$ cat src/sv/clws_pkg.sv
// Shared types, codes, constants and helper functions for the character LCD write sequencer.
package clws_pkg;

    localparam int COUNT_WIDTH = 16;
    localparam int CMP_WIDTH   = 32;
    localparam int CFG_ADDR_W  = 5;

    typedef enum logic [2:0] {
        PH_IDLE,
        PH_POWERUP,
        PH_ENABLE,
        PH_SETTLE,
        PH_EXTRA
    } t_phase;

    typedef enum logic [2:0] {
        OP_TICK    = 3'd0,
        OP_INIT    = 3'd1,
        OP_COMMAND = 3'd2,
        OP_DATA    = 3'd3,
        OP_GOTO    = 3'd4,
        OP_CLEAR   = 3'd5
    } t_op;

    localparam logic [2:0] REG_ENABLE_HIGH = 3'd0;
    localparam logic [2:0] REG_SETTLE      = 3'd1;
    localparam logic [2:0] REG_CLEAR_WAIT  = 3'd2;
    localparam logic [2:0] REG_POWERUP     = 3'd3;
    localparam logic [2:0] REG_FIRST_WAKE  = 3'd4;
    localparam logic [2:0] REG_LATER_WAKE  = 3'd5;

    localparam logic RS_COMMAND = 1'b0;
    localparam logic RS_DATA    = 1'b1;
    localparam logic RW_WRITE   = 1'b0;

    localparam logic [3:0] INIT_LAST = 4'd6;

    localparam logic [7:0] CMD_WAKE       = 8'h30;
    localparam logic [7:0] CMD_FUNC_SET   = 8'h38;
    localparam logic [7:0] CMD_DISPLAY_ON = 8'h0C;
    localparam logic [7:0] CMD_CLEAR      = 8'h01;
    localparam logic [7:0] CMD_ENTRY_MODE = 8'h06;
    localparam logic [7:0] CMD_SET_DDRAM  = 8'h80;

    localparam logic [7:0] ROW1_BASE = 8'h00;
    localparam logic [7:0] ROW2_BASE = 8'h40;
    localparam logic [7:0] ROW3_BASE = 8'h14;
    localparam logic [7:0] ROW4_BASE = 8'h54;

    typedef struct packed {
        logic [7:0]  enable_high;
        logic [15:0] settle;
        logic [15:0] clear_wait;
        logic [15:0] powerup_wait;
        logic [15:0] first_wake;
        logic [15:0] later_wake;
    } t_cfg;

    typedef struct packed {
        logic [2:0] operation;
        logic [7:0] value;
        logic [2:0] row;
        logic [7:0] column;
    } t_item;

    // Step 7 behaves as the last one; only the low three bits of the step are used.
    function automatic logic [2:0] init_clamp(input logic [3:0] step);
        logic [2:0] s;
        s = step[2:0];
        if (s > INIT_LAST[2:0]) begin
            s = INIT_LAST[2:0];
        end
        return s;
    endfunction

    function automatic logic [7:0] init_byte(input logic [3:0] step);
        logic [7:0] b;
        case (init_clamp(step))
            3'd0, 3'd1, 3'd2: b = CMD_WAKE;
            3'd3:             b = CMD_FUNC_SET;
            3'd4:             b = CMD_DISPLAY_ON;
            3'd5:             b = CMD_CLEAR;
            default:          b = CMD_ENTRY_MODE;
        endcase
        return b;
    endfunction

    function automatic logic [15:0] init_extra(input logic [3:0] step, input t_cfg cfg);
        logic [15:0] e;
        case (init_clamp(step))
            3'd0:       e = cfg.first_wake;
            3'd1, 3'd2: e = cfg.later_wake;
            3'd5:       e = cfg.clear_wait;
            default:    e = 16'd0;
        endcase
        return e;
    endfunction

    function automatic logic [7:0] goto_addr(input logic [2:0] row, input logic [7:0] column);
        logic [7:0] base;
        case (row)
            3'd2:    base = ROW2_BASE;
            3'd3:    base = ROW3_BASE;
            3'd4:    base = ROW4_BASE;
            default: base = ROW1_BASE;
        endcase
        return CMD_SET_DDRAM | 8'(base + column - 8'd1);
    endfunction

endpackage

$ cat src/sv/char_lcd_write_sequencer_unit.sv
// An accepted item passes through the input register, then the result register.
// Throughput: one item per cycle while the output is not stalled; the core's state update per item sets that figure.
// The input register takes a new item while a finished result waits behind a stalled output.
// Reset (synchronous, active low) returns the sequencer to idle with a cleared bus and loads
// the default timing registers.
module char_lcd_write_sequencer_unit (
    input  logic                            i_clk,
    input  logic                            i_rst_n,
    input  logic                            i_in_valid,
    output logic                            o_in_stall,
    input  logic [2:0]                      i_operation,
    input  logic [7:0]                      i_value,
    input  logic [2:0]                      i_row,
    input  logic [7:0]                      i_column,
    output logic                            o_out_valid,
    input  logic                            i_out_stall,
    output logic                            o_reg_select,
    output logic                            o_read_write,
    output logic                            o_enable,
    output logic [7:0]                      o_data_bus,
    output logic                            o_busy_res,
    output logic                            o_rejected,
    input  logic                            psel,
    input  logic                            penable,
    input  logic                            pwrite,
    input  logic [clws_pkg::CFG_ADDR_W-1:0] paddr,
    input  logic [31:0]                     pwdata,
    output logic [31:0]                     prdata,
    output logic                            pready
);
    import clws_pkg::*;

    t_cfg  cfg;
    t_item r_item;
    logic  r_in_valid;
    logic  out_free;
    logic  core_fire;
    logic  in_load;

    assign out_free   = !o_out_valid || !i_out_stall;
    assign core_fire  = r_in_valid && out_free;
    assign o_in_stall = r_in_valid && !out_free;
    assign in_load    = i_in_valid && !o_in_stall;

    always_ff @(posedge i_clk) begin
        if (!i_rst_n) begin
            r_in_valid <= 1'b0;
        end else if (in_load) begin
            r_in_valid <= 1'b1;
        end else if (core_fire) begin
            r_in_valid <= 1'b0;
        end
    end

    always_ff @(posedge i_clk) begin
        if (in_load) begin
            r_item.operation <= i_operation;
            r_item.value     <= i_value;
            r_item.row       <= i_row;
            r_item.column    <= i_column;
        end
    end

    clws_cfg_regs u_cfg_regs (
        .i_clk   (i_clk),
        .i_rst_n (i_rst_n),
        .psel    (psel),
        .penable (penable),
        .pwrite  (pwrite),
        .paddr   (paddr),
        .pwdata  (pwdata),
        .prdata  (prdata),
        .pready  (pready),
        .o_cfg   (cfg)
    );

    clws_core u_core (
        .i_clk        (i_clk),
        .i_rst_n      (i_rst_n),
        .i_fire       (core_fire),
        .i_item       (r_item),
        .i_cfg        (cfg),
        .i_out_stall  (i_out_stall),
        .o_out_valid  (o_out_valid),
        .o_reg_select (o_reg_select),
        .o_read_write (o_read_write),
        .o_enable     (o_enable),
        .o_data_bus   (o_data_bus),
        .o_busy_res   (o_busy_res),
        .o_rejected   (o_rejected)
    );

    // A rejected request leaves the sequence running, so the block must still report busy.
    a_reject_implies_busy: assert property (@(posedge i_clk) disable iff (!i_rst_n)
        o_rejected |-> o_busy_res)
        else $error("rejected request reported while the sequencer is idle");

    // The enable strobe is only ever high inside a byte, never while idle.
    a_enable_implies_busy: assert property (@(posedge i_clk) disable iff (!i_rst_n)
        o_enable |-> o_busy_res)
        else $error("enable strobe high while the sequencer is idle");

    // The input side only stalls when it holds an item that cannot move on.
    a_stall_has_item: assert property (@(posedge i_clk) disable iff (!i_rst_n)
        o_in_stall |-> (r_in_valid && o_out_valid && i_out_stall))
        else $error("input stalled without a blocked item");

endmodule

$ cat src/sv/clws_cfg_regs.sv
// Configuration register file with an APB-style write and read port.
module clws_cfg_regs (
    input  logic                            i_clk,
    input  logic                            i_rst_n,
    input  logic                            psel,
    input  logic                            penable,
    input  logic                            pwrite,
    input  logic [clws_pkg::CFG_ADDR_W-1:0] paddr,
    input  logic [31:0]                     pwdata,
    output logic [31:0]                     prdata,
    output logic                            pready,
    output clws_pkg::t_cfg                  o_cfg
);
    import clws_pkg::*;

    t_cfg       r_cfg;
    logic       wr_en;
    logic [2:0] reg_idx;

    assign pready  = 1'b1;
    assign wr_en   = psel && penable && pwrite;
    assign reg_idx = paddr[CFG_ADDR_W-1:2];

    always_ff @(posedge i_clk) begin
        if (!i_rst_n) begin
            r_cfg.enable_high  <= 8'd2;
            r_cfg.settle       <= 16'd50;
            r_cfg.clear_wait   <= 16'd2000;
            r_cfg.powerup_wait <= 16'd50000;
            r_cfg.first_wake   <= 16'd5000;
            r_cfg.later_wake   <= 16'd150;
        end else if (wr_en) begin
            case (reg_idx)
                REG_ENABLE_HIGH: r_cfg.enable_high  <= pwdata[7:0];
                REG_SETTLE:      r_cfg.settle       <= pwdata[15:0];
                REG_CLEAR_WAIT:  r_cfg.clear_wait   <= pwdata[15:0];
                REG_POWERUP:     r_cfg.powerup_wait <= pwdata[15:0];
                REG_FIRST_WAKE:  r_cfg.first_wake   <= pwdata[15:0];
                REG_LATER_WAKE:  r_cfg.later_wake   <= pwdata[15:0];
                default: ;
            endcase
        end
    end

    always_comb begin
        case (reg_idx)
            REG_ENABLE_HIGH: prdata = {24'd0, r_cfg.enable_high};
            REG_SETTLE:      prdata = {16'd0, r_cfg.settle};
            REG_CLEAR_WAIT:  prdata = {16'd0, r_cfg.clear_wait};
            REG_POWERUP:     prdata = {16'd0, r_cfg.powerup_wait};
            REG_FIRST_WAKE:  prdata = {16'd0, r_cfg.first_wake};
            REG_LATER_WAKE:  prdata = {16'd0, r_cfg.later_wake};
            default:         prdata = 32'd0;
        endcase
    end

    assign o_cfg = r_cfg;

endmodule

$ cat src/sv/clws_core.sv
// Sequencer state machine: applies one registered item per cycle while i_fire is high and holds the result register.
module clws_core (
    input  logic            i_clk,
    input  logic            i_rst_n,
    input  logic            i_fire,
    input  clws_pkg::t_item i_item,
    input  clws_pkg::t_cfg  i_cfg,
    input  logic            i_out_stall,
    output logic            o_out_valid,
    output logic            o_reg_select,
    output logic            o_read_write,
    output logic            o_enable,
    output logic [7:0]      o_data_bus,
    output logic            o_busy_res,
    output logic            o_rejected
);
    import clws_pkg::*;

    t_phase                 r_phase,  n_phase;
    logic [3:0]             r_step,   n_step;
    logic                   r_in_init, n_in_init;
    logic [COUNT_WIDTH-1:0] r_tick,   n_tick;
    logic [15:0]            r_extra,  n_extra;
    logic [7:0]             r_bus,    n_bus;
    logic                   r_select, n_select;
    logic                   r_strobe, n_strobe;
    logic                   r_rejected, n_rejected;
    logic                   r_out_valid, n_out_valid;

    // Next-state logic for one item.
    always_comb begin
        logic [COUNT_WIDTH-1:0] inc;
        logic [CMP_WIDTH-1:0]   inc_w;
        logic                   do_start;
        logic                   do_finish;
        logic                   start_init;
        logic [3:0]             init_sel;
        logic                   st_rs;
        logic [7:0]             st_byte;
        logic [15:0]            st_extra;

        n_phase    = r_phase;
        n_step     = r_step;
        n_in_init  = r_in_init;
        n_tick     = r_tick;
        n_extra    = r_extra;
        n_bus      = r_bus;
        n_select   = r_select;
        n_strobe   = r_strobe;
        n_rejected = r_rejected;
        inc        = r_tick + COUNT_WIDTH'(1);
        inc_w      = CMP_WIDTH'(inc);
        do_start   = 1'b0;
        do_finish  = 1'b0;
        start_init = 1'b0;
        init_sel   = 4'd0;
        st_rs      = RS_COMMAND;
        st_byte    = 8'd0;
        st_extra   = 16'd0;

        if (i_fire) begin
            n_rejected = 1'b0;
            case (i_item.operation)
                OP_TICK: begin
                    case (r_phase)
                        PH_POWERUP: begin
                            n_tick = inc;
                            if (inc_w >= CMP_WIDTH'(i_cfg.powerup_wait)) begin
                                n_step     = 4'd0;
                                start_init = 1'b1;
                                init_sel   = 4'd0;
                            end
                        end
                        PH_ENABLE: begin
                            n_tick = inc;
                            if (inc_w >= CMP_WIDTH'(i_cfg.enable_high)) begin
                                n_strobe = 1'b0;
                                n_tick   = '0;
                                n_phase  = PH_SETTLE;
                            end
                        end
                        PH_SETTLE: begin
                            n_tick = inc;
                            if (inc_w >= CMP_WIDTH'(i_cfg.settle)) begin
                                n_tick = '0;
                                if (r_extra == 16'd0) begin
                                    do_finish = 1'b1;
                                end else begin
                                    n_phase = PH_EXTRA;
                                end
                            end
                        end
                        PH_EXTRA: begin
                            n_tick = inc;
                            if (inc_w >= CMP_WIDTH'(r_extra)) begin
                                do_finish = 1'b1;
                            end
                        end
                        default: n_phase = PH_IDLE;
                    endcase
                end
                OP_INIT, OP_COMMAND, OP_DATA, OP_GOTO, OP_CLEAR: begin
                    if (r_phase != PH_IDLE) begin
                        n_rejected = 1'b1;
                    end else begin
                        case (i_item.operation)
                            OP_INIT: begin
                                n_in_init = 1'b1;
                                n_step    = 4'd0;
                                n_tick    = '0;
                                if (i_cfg.powerup_wait == 16'd0) begin
                                    start_init = 1'b1;
                                    init_sel   = 4'd0;
                                end else begin
                                    n_phase = PH_POWERUP;
                                end
                            end
                            OP_COMMAND: begin
                                do_start = 1'b1;
                                st_byte  = i_item.value;
                            end
                            OP_DATA: begin
                                do_start = 1'b1;
                                st_rs    = RS_DATA;
                                st_byte  = i_item.value;
                            end
                            OP_GOTO: begin
                                do_start = 1'b1;
                                st_byte  = goto_addr(i_item.row, i_item.column);
                            end
                            default: begin
                                do_start = 1'b1;
                                st_byte  = CMD_CLEAR;
                                st_extra = i_cfg.clear_wait;
                            end
                        endcase
                    end
                end
                default: ;
            endcase
        end

        // End of a byte: either move on to the next power-up byte or return to idle.
        if (do_finish) begin
            if (r_in_init && (r_step < INIT_LAST)) begin
                n_step     = r_step + 4'd1;
                start_init = 1'b1;
                init_sel   = r_step + 4'd1;
            end else begin
                n_in_init = 1'b0;
                n_step    = 4'd0;
                n_tick    = '0;
                n_phase   = PH_IDLE;
            end
        end

        if (start_init) begin
            do_start = 1'b1;
            st_rs    = RS_COMMAND;
            st_byte  = init_byte(init_sel);
            st_extra = init_extra(init_sel, i_cfg);
        end

        if (do_start) begin
            n_select = st_rs;
            n_bus    = st_byte;
            n_strobe = 1'b1;
            n_extra  = st_extra;
            n_tick   = '0;
            n_phase  = PH_ENABLE;
        end
    end

    always_comb begin
        if (i_fire) begin
            n_out_valid = 1'b1;
        end else if (i_out_stall) begin
            n_out_valid = r_out_valid;
        end else begin
            n_out_valid = 1'b0;
        end
    end

    always_ff @(posedge i_clk) begin
        if (!i_rst_n) begin
            r_phase     <= PH_IDLE;
            r_step      <= 4'd0;
            r_in_init   <= 1'b0;
            r_tick      <= '0;
            r_extra     <= 16'd0;
            r_bus       <= 8'd0;
            r_select    <= 1'b0;
            r_strobe    <= 1'b0;
            r_rejected  <= 1'b0;
            r_out_valid <= 1'b0;
        end else begin
            r_phase     <= n_phase;
            r_step      <= n_step;
            r_in_init   <= n_in_init;
            r_tick      <= n_tick;
            r_extra     <= n_extra;
            r_bus       <= n_bus;
            r_select    <= n_select;
            r_strobe    <= n_strobe;
            r_rejected  <= n_rejected;
            r_out_valid <= n_out_valid;
        end
    end

    // The state only moves when a result is produced, so the state itself is the result.
    always_comb begin
        o_out_valid  = r_out_valid;
        o_reg_select = r_select;
        o_read_write = RW_WRITE;
        o_enable     = r_strobe;
        o_data_bus   = r_bus;
        o_busy_res   = (r_phase != PH_IDLE);
        o_rejected   = r_rejected;
    end

endmodule
$ cat config.mk
export PLATFORM = sky130hd
export DESIGN_NAME = char_lcd_write_sequencer_unit
export DESIGN_NICKNAME = d
export VERILOG_FILES = /design/src/sv/clws_pkg.sv /design/src/sv/char_lcd_write_sequencer_unit.sv /design/src/sv/clws_cfg_regs.sv /design/src/sv/clws_core.sv
export SDC_FILE = /design/constraint.sdc
export NUM_CORES = 1
export LEC_CHECK = 0
export BUFFER_PORTS_ARGS = -buffer_cell sky130_fd_sc_hd__buf_2
export CORE_ASPECT_RATIO = 0.75
export CORE_MARGIN = 5
export CORE_UTILIZATION = 45
export CTS_CLUSTER_DIAMETER = 40
export DETAILED_ROUTE_END_ITERATION = 7
export MAX_ROUTING_LAYER = met4
export PLACE_DENSITY_LB_ADDON = 0.3
export SYNTH_ARGS = -nofsm -noshare
export SYNTH_HDL_FRONTEND = slang
export SYNTH_SLANG_ARGS = --single-unit
export TNS_END_PERCENT = 50
$ cat constraint.sdc
create_clock -name i_clk -period 10.1 [get_ports i_clk]
set_clock_uncertainty 0.15 [all_clocks]
set_input_delay 2.02 -clock i_clk [delete_from_list [all_inputs] [get_ports i_clk]]
set_output_delay 2.02 -clock i_clk [all_outputs]
set_load 0.05 [all_outputs]
==> results of run 1 <==
-- registers in the layout, summed over array words and instances (netlist names), 3 cells and up --
register,cells
u_cfg_regs.o_cfg,88
r_item,21
u_core.r_extra,16
u_core.r_tick,16
u_core.o_data_bus,8
u_core.r_step,4
u_core.r_phase,3
-- how the worst max path moves through the flow --
stage | cells after the start | slack [ns] | from | to
6_report | 6 | 3.93 | paddr[2] | prdata[0]
5_1_grt | 6 | 3.87 | paddr[2] | prdata[0]
4_1_cts | 6 | 3.97 | paddr[2] | prdata[0]
3_5_place_dp | 6 | 3.96 | paddr[2] | prdata[0]
3_3_place_gp | 6 | 3.96 | paddr[2] | prdata[0]
2_1_floorplan | 5 | 3.98 | paddr[2] | prdata[0]
-- Yosys cell counts, types with 10 or more instances --
| cell type | number |
|---|---|
| nand3_1 | 35 |
| mux2i_1 | 28 |
| dfxtp_1 | 141 |
| o22ai_1 | 18 |
| nor2b_1 | 12 |
| mux2_2 | 10 |
| ha_1 | 65 |
| xnor2_1 | 14 |
| a22oi_2 | 10 |
| edfxtp_1 | 21 |
| buf_4 | 19 |
| inv_1 | 75 |
| nor4_1 | 11 |
| a21oi_2 | 10 |
| clkbuf_1 | 53 |
| nand4_1 | 12 |
| nand2_1 | 207 |
| o2bb2ai_1 | 17 |
| o211ai_1 | 12 |
| nor3_1 | 11 |
| a21o_1 | 12 |
| a22oi_1 | 42 |
| o21ai_0 | 42 |
| nand2b_1 | 11 |
| nor2_1 | 68 |
| a21oi_1 | 108 |
-- final cells by class --
| class | instances | area, um^2 | area share (%) |
|---|---|---|---|
| repair buffers | 89 | 478 | 4.45 |
| multi-input cells | 871 | 5570 | 51.9 |
| clock buffers | 17 | 425 | 3.96 |
| inverters | 76 | 285 | 2.66 |
| clock inverters | 15 | 163 | 1.52 |
| flip-flops and latches | 162 | 3450 | 32.2 |
| well taps | 288 | 360 | 3.36 |
-- worst max-delay path, stage by stage --
cell      delay, ns
buf_2          0.07
buf_4          0.48
nor2b_1        0.65
a21oi_1        0.15
o221ai_1       0.26
buf_2          0.34
-- stage by stage --
stage	power, mW	hold WS [ns]	std cells	util (%)	instance area (um^2)
final	1.49	0.290	1518	50.8	10700
after global routing	1.54	0.307	1518	50.8	10700
after CTS	1.49	0.286	1518	50.8	10700
after detailed placement	0.856	0.274	1486	48.0	10100
after global placement	0.854	0.268	1486	48.0	10100
after floorplan	0.812	0.260	1193	-	9700
-- kinds of logic (layout without fill, tap and decap cells) --
kind of cell | after synthesis | count (layout) | share of synthesized area [%]
compound gates | 321 | 321 | 22.4
other cells | 2 | 18 | 0.0779
mux | 42 | 42 | 5.01
buf+inv | 160 | 197 | 7.17
simple gates | 402 | 402 | 18.9
xor+xnor | 22 | 22 | 2.00
flops | 162 | 162 | 35.8
fa+ha+maj | 66 | 66 | 8.65
-- power by group through the flow --
stage          Clock [mW]  Sequential (mW)  Combinational [mW]
6_report            0.645            0.679               0.164
4_1_cts             0.653            0.679               0.163
3_3_place_gp            0            0.693               0.161
3_5_place_dp            0            0.694               0.162
2_1_floorplan           0            0.695               0.117
5_1_grt             0.679            0.681               0.177
-- layer usage --
| layer | vias up | part of all wire, % | global-route usage, % |
|---|---|---|---|
| met5 | - | 0 | - |
| met4 | 0 | 1.7 | 6.65 |
| met3 | 34 | 9.9 | 6.79 |
| met2 | 374 | 43 | 34.3 |
| met1 | 4153 | 46 | 34.5 |
| li1 | 4222 | - | - |
==> results.ini, run 1 <==
[setup_path]
startpoint_type=input pin
reg2reg_to=u_core.r_extra[15]$_SDFFE_PN0P_
crit_type=input pin to output port
r2r_slack_ns=4.33
rr_worst_depth=15
crit_fanout=42
critical_path_required_ns=7.93
reg2reg_from=u_core.r_tick[0]$_SDFF_PP0_
arrival_ns=4.00
crit_path_end_kind=output port

[logic_synthesis]
ys_types=72
ys_warn_count=0
synth.largest_area_cell=dfxtp_1
ys_top_cells_by_area=dfxtp_1, ha_1, nand2_1
synth.ff_latch_count=162
async_reset_ff_share_pct=0
synth_top_cell_area_share_pct=29.3
synth_cells=1177
postSynthAreaPerCell_um2=8.19
synth-edff-count=21
yosysSeqAreaShare_pct=35.8
synth_ff_type=dfxtp_1
syn-cell-area_mm2=0.00964

[placement]
hpwl_um=20800
globalplace.congestion=0.943
io_buffer_count=76
pre_cts_slack_ns=3.96

[sta]
rsz0062_at_grt=false
layout_setup_ws_ns=3.93
worst_pin_slew_ns=1.06
timing.setup.tns_ns=0
setup-violations-final=0
drv_slew=0
fin_crit_sh_pct=61.1
timing.fmax_mhz=162
post-route-min-period_ns=6.17
hold_viol_final=0
maxSlewHeadroom_pct=29.5

[power]
p_clk_share_pct=43.3
p_switching_mw=0.442
peakVddDrop_v=0.0000767
p_int_mw=1.05
p_leak_nw=4.37
power.density_mw_per_mm2=139
combPwrFrac_pct=11.0
seqPwrFrac_pct=45.7
p_sw_share_pct=29.7

[global_routing]
grt_max_degree=72
grt_first_pass_wirelength_um=45100
grtUsageTotal_pct=24.4
grt_remaining_overflow=0
antenna_found_initial=0
grt_pass1_vias=8087

[detailed_routing]
wirelength_um=29000
drtIter0Drc=911
drc=0
viasPerCell=5.79
wl_per_cell_um=19.1
vias=8783
dr.pass1.iters=5
antenna_left=0

[die]
die_h_um=137
row_count=46
start_util_pct=45.6
placeableCoreArea_mm2=0.0211
io_pins=114
die_w_um=179
dieArea_mm2=0.0245

[finish]
mostFrequentLayoutCell=nand2_1
diodes=0
fillers=2039
area_growth_pct=11.4
fin_nets=1349
final_cell_mix=nand2_1, dfxtp_1, a21oi_1, buf_2, inv_1
layout-drive-gt1-share_pct=14.0

[cts]
cts_resized=0
clk_latency_ns=0.44
cts_sinks=162
cts.clk_slew.worst_paths_ns=0.07
clockRootBuffer=clkbuf_16
tritoncts=done
postCtsSetupBuffers=0
cts_hold_buf=0
clockBufferDepth=2
cts_buffers=17
htree_levels=4

[min_path]
holdCritPathClass=register to register
holdCritStartpoint=u_core.r_step[3]$_SDFFE_PN0P_
holdPathStages=2
worstHoldEndpoint=u_core.r_step[3]$_SDFFE_PN0P_

[job]
max-cap-violations=0

[run_status]
run_status=complete, no violations

(Power assumes the default switching activity.)
==> inputs of run 2 (changes only) <==
==> constraint.sdc (replaced) <==
create_clock -name i_clk -period 5 [get_ports i_clk]
set_clock_uncertainty 0.15 [all_clocks]
set_input_delay 1 -clock i_clk [delete_from_list [all_inputs] [get_ports i_clk]]
set_output_delay 1 -clock i_clk [all_outputs]
set_load 0.05 [all_outputs]
==> run 2 against run 1 <==
Against the previous run: wire length shrank 1.5%; register-to-register slack worse by 4.0 ns; sequential share of layout area down 0.26 points; sequential power is 100% higher; clock power is 98% higher; clock-buffer cell count increased by 1; cell count grew 0.79%; power rose by 100%; critical path depth grew 10; non-clock buffer count up 12; core utilization grew 0.42 points; first-iteration DRC count up 13%.
==> results.ini, run 2 (synthesis gave the netlist of run 1 again) <==
[run_status]
run_status=complete, no violations

[sta]
hold_viol_final=0
timing.setup.tns_ns=0
maxSlewHeadroom_pct=31.0
timing.fmax_mhz=215
fin_crit_sh_pct=93.1
drv_slew=0
holdWs_ns=0.286
post-route-min-period_ns=4.65
worst_pin_slew_ns=1.03
rsz0062_at_grt=false
setup-violations-final=0

[detailed_routing]
dr.pass1.iters=6
top_layer=met4
wl_met3_um=2140
vias=8722
dr_wl_met2_um=11700
viasPerCell=5.70
wl_met1_um=14300
antenna_left=0
drtIter0Drc=1031
drc=0
wl_per_cell_um=18.6
wirelength_um=28500

[setup_path]
cp_num_cells=16
slowest_stage=o31a_2
startpoint=u_core.r_tick[1]$_SDFF_PP0_
crit_path_end_kind=register
rr_worst_depth=16
critical_path_required_ns=5.16
crit_buf_inv=1
r2r_slack_ns=0.35
startpoint_type=register
reg2reg_from=u_core.r_tick[1]$_SDFF_PP0_
crit_family=compound AO/OA/AOI/OAI gates
crit_chain=ha_1 > and4_1 > nand2_1 > and2_1 > or2_2 > ha_1 > and4_1 > a31oi_1 > o21ai_0 > o31a_2 > nor3b_4 > o21ai_4 > buf_4 > o2bb2ai_1 > a22oi_1 > a21oi_1
reg2reg_to=u_core.r_extra[15]$_SDFFE_PN0P_
crit_type=register to register
critPathCapture=u_core.r_extra[15]$_SDFFE_PN0P_
max_stage_delay_ns=0.45
arrival_ns=4.81
crit_fanout=22

[power]
p_leak_nw=4.44
peakVddDrop_v=0.000181
design_power_total_mw=2.99
power.density_mw_per_mm2=277

[global_routing]
grt_max_degree=72
grtUsageTotal_pct=24.1
grt_pass1_vias=7960
grt_remaining_overflow=0
grt_first_pass_wirelength_um=44400
antenna_found_initial=0

[finish]
largest_register_ffs=88
area_growth_pct=12.3
final_cell_mix=nand2_1, dfxtp_1, a21oi_1, buf_2, inv_1
mostFrequentLayoutCell=nand2_1
design_area_mm2=0.0108
instances_no_fill=1530
diodes=0
layout-drive-gt1-share_pct=14.8
fin_nets=1361

[cts]
cts_sinks=162
clk_latency_ns=0.43
tritoncts=done
cts_buffers=17
postCtsSetupBuffers=0
cts_hold_buf=0
cts_resized=0
cts.clk_slew.worst_paths_ns=0.07
htree_levels=4
clockBufferDepth=2
clockRootBuffer=clkbuf_16

[die]
placeableCoreArea_mm2=0.0211
die_h_um=137
io_pins=114
start_util_pct=45.6
dieArea_mm2=0.0245
row_count=46
die_w_um=179

[placement]
place_area_mm2=0.0102
dpl.cell_count=1498
hpwl_um=21100
globalplace.congestion=0.896
io_buffer_count=76

[job]
max-cap-violations=0

[min_path]
holdCritPathClass=register to register

[run 2: per-stage QoR]
stage	worst slack (ns)	util, %
final	0.345	51.2
after global routing	0.0680	51.2
after global placement	0.480	48.5
after floorplan	0.920	-
after CTS	0.423	51.2
after detailed placement	0.467	48.5
[run 2: routing by layer]
| metal | track usage, % | vias up |
|---|---|---|
| met2 | 32.8 | 305 |
| met3 | 4.89 | 30 |
| met1 | 36.6 | 4143 |
| met5 | - | - |
| met4 | 4.77 | 0 |
| li1 | - | 4244 |
[run 2: worst min-delay path by stage]
| stage | start | to | slack [ns] | cells past startpoint |
|---|---|---|---|---|
| floorplan | u_core.r_step[3]$_SDFFE_PN0P_ | u_core.r_step[3]$_SDFFE_PN0P_ | 0.26 | 2 |
| global placement | u_core.r_step[3]$_SDFFE_PN0P_ | u_core.r_step[3]$_SDFFE_PN0P_ | 0.27 | 2 |
| detailed placement | u_core.r_step[3]$_SDFFE_PN0P_ | u_core.r_step[3]$_SDFFE_PN0P_ | 0.27 | 2 |
| CTS | u_core.r_step[3]$_SDFFE_PN0P_ | u_core.r_step[3]$_SDFFE_PN0P_ | 0.28 | 2 |
| global route | u_core.r_step[3]$_SDFFE_PN0P_ | u_core.r_step[3]$_SDFFE_PN0P_ | 0.31 | 2 |
| finish | u_core.r_step[3]$_SDFFE_PN0P_ | u_core.r_step[3]$_SDFFE_PN0P_ | 0.29 | 2 |
[run 2: where the power goes]
group	switching [mW]	internal [mW]
registers	0.0270	1.35
clock network	0.607	0.677
logic	0.237	0.0985
[run 2: final cells by class]
class	instances	area (um^2)
fill	2043	10300
multi-input combinational	871	5570
sequential	162	3450
timing repair buffer	101	581
clock buffer	18	439
tap	288	360
inverter	76	285
clock inverter	14	135
[run 2: tightest hold or removal path: cells and delay by family (launching register included)]
family	cells	cell delay, ns
and+or+nand+nor	2	0.08
DFF	1	0.31
==> inputs of run 3 (changes only) <==
--- a/config.mk
+++ b/config.mk
@@ -8,7 +8,7 @@
 export BUFFER_PORTS_ARGS = -buffer_cell sky130_fd_sc_hd__buf_2
 export CORE_ASPECT_RATIO = 0.75
 export CORE_MARGIN = 5
-export CORE_UTILIZATION = 45
+export CORE_UTILIZATION = 35
 export CTS_CLUSTER_DIAMETER = 40
 export DETAILED_ROUTE_END_ITERATION = 7
 export MAX_ROUTING_LAYER = met4
==> run 3 against run 2 <==
Against the previous run: cell count up 4.6%; non-clock buffer count up 7; clock power up 5%; register-to-register slack better by 0.07 ns; power up 2.1%; critical path depth up 1; global-route usage down 4.6 points; first-iteration DRC count down 27%; wire length up 6.2%; via count up 0.25%; worst hold slack better by 0.010 ns; flip-flop and latch count unchanged.
==> results.ini, run 3 (synthesis gave the netlist of run 1 again) <==
[placement]
dpl.cell_count=1568
globalplace.congestion=0.891
io_buffer_count=76
hpwl_um=22100

[min_path]
holdPathStages=2
worstHoldEndpoint=u_core.r_step[3]$_SDFFE_PN0P_
holdCritPathClass=register to register
holdCritStartpoint=u_core.r_step[3]$_SDFFE_PN0P_

[detailed_routing]
antenna_left=0
viasPerCell=5.47
wl_per_cell_um=18.9
drtIter0Drc=755
drc=0
wirelength_um=30300
dr.pass1.iters=5
vias=8744

[global_routing]
grt_max_degree=72
grtUsageTotal_pct=19.5
grt_pass1_vias=8232
grt_first_pass_wirelength_um=47000
antenna_found_initial=0
grt_remaining_overflow=0

[cts]
cts_buffers=17
cts.clk_slew.worst_paths_ns=0.07
cts_hold_buf=0
tritoncts=done
htree_levels=4
clk_latency_ns=0.44
postCtsSetupBuffers=0
clockRootBuffer=clkbuf_16
cts_sinks=162
cts_resized=0
clockBufferDepth=2

[setup_path]
rr_worst_depth=17
crit_fanout=22
r2r_slack_ns=0.41
reg2reg_from=u_core.r_tick[1]$_SDFF_PP0_
slowest_stage=dfxtp_1
max_stage_delay_ns=0.40
reg2reg_to=u_core.r_extra[7]$_SDFFE_PN0P_
crit_path_end_kind=register
critical_path_required_ns=5.21
crit_type=register to register
arrival_ns=4.79
startpoint_type=register
crit_chain=ha_1 > and4_1 > nand2_1 > and2_1 > or2_2 > ha_1 > and4_1 > nand2_1 > a2111oi_2 > o31a_2 > nor3b_4 > o21ai_4 > buf_4 > nand3_1 > buf_4 > o21ai_0 > a21oi_2

[die]
placeableCoreArea_mm2=0.0271
start_util_pct=35.6
die_w_um=202
io_pins=114
dieArea_mm2=0.0310
die_h_um=154
row_count=52

[power]
p_sw_share_pct=30.4
p_clk_share_pct=44.1
design_power_total_mw=3.06
combPwrFrac_pct=11.0
seqPwrFrac_pct=44.9
power.density_mw_per_mm2=278
p_int_mw=2.13
p_switching_mw=0.929
peakVddDrop_v=0.000210
p_leak_nw=4.48

[sta]
worst_pin_slew_ns=1.10
holdWs_ns=0.296
timing.fmax_mhz=218
drv_slew=0
fin_crit_sh_pct=91.7
maxSlewHeadroom_pct=25.9
rsz0062_at_grt=false
timing.setup.tns_ns=0
setup-violations-final=0
hold_viol_final=0
post-route-min-period_ns=4.59

[finish]
largest_register_ffs=88
final_cell_mix=nand2_1, dfxtp_1, a21oi_1, buf_2, inv_1
area_growth_pct=14.0
diodes=0
fin_nets=1368
mostFrequentLayoutCell=nand2_1
finalCoreUtilization_pct=40.6
instances_no_fill=1600
fillers=2754
layout-drive-gt1-share_pct=15.3

[job]
max-cap-violations=0

[run_status]
run_status=complete, no violations

==> run 3: changes by cell type in the layout (fill, tap and decap cells not counted), moves of 2 or more <==
cell and delta:
clkinv_4 +2, buf_4 +8, clkinv_8 +5, inv_8 -2
inv_6 -3
==> run 3: power groups by stage <==
stage | logic [mW] | registers [mW] | clock network, mW
floorplan | 0.235 | 1.40 | 0
global placement | 0.329 | 1.40 | 0
detailed placement | 0.332 | 1.40 | 0
CTS | 0.333 | 1.37 | 1.37
global route | 0.361 | 1.37 | 1.43
finish | 0.335 | 1.37 | 1.35
==> run 3: critical path: cells and delay by family, from the launching register on <==
family	cells	cell delay, ns
AND/OR/NAND/NOR	8	1.73
AO/OA/AOI/OAI	5	1.10
adder cells (fa/ha/maj)	2	0.57
buffers and inverters	2	0.53
flip-flops	1	0.40
==> run 3: worst max path at each step <==
stage	startpoint	endpoint	slack [ns]
global route	u_core.r_tick[0]$_SDFF_PP0_	u_core.r_extra[15]$_SDFFE_PN0P_	0.07
CTS	u_core.r_tick[1]$_SDFF_PP0_	u_core.r_extra[7]$_SDFFE_PN0P_	0.44
floorplan	paddr[2]	prdata[0]	0.92
global placement	u_core.r_tick[1]$_SDFF_PP0_	u_core.o_data_bus[0]$_SDFFE_PN0P_	0.53
detailed placement	u_core.r_tick[1]$_SDFF_PP0_	u_core.r_extra[13]$_SDFFE_PN0P_	0.49
finish	u_core.r_tick[1]$_SDFF_PP0_	u_core.r_extra[7]$_SDFFE_PN0P_	0.41
==> run 3: final cells by class <==
type,instances,area [um^2],share of cell area (%)
clock inverter,15,189,1.72
timing repair buffer,108,621,5.65
multi-input combinational,871,5570,50.7
sequential,162,3450,31.4
clock buffer,17,425,3.87
tap,351,439,4.00
inverter,76,285,2.60
==> run 3: per-layer routing <==
layer	global-route usage, %	wire (um)
met1	27.8	14700
met3	3.66	1990
met5	-	0
met2	28.9	13300
met4	3.90	368
==> run 3: per-stage QoR <==
| stage | setup slack (ns) | instance area [um^2] |
|---|---|---|
| after floorplan | 0.920 | 9700 |
| after global placement | 0.533 | 10400 |
| after detailed placement | 0.492 | 10400 |
| after CTS | 0.436 | 11000 |
| after global routing | 0.0657 | 11000 |
| final | 0.413 | 11000 |
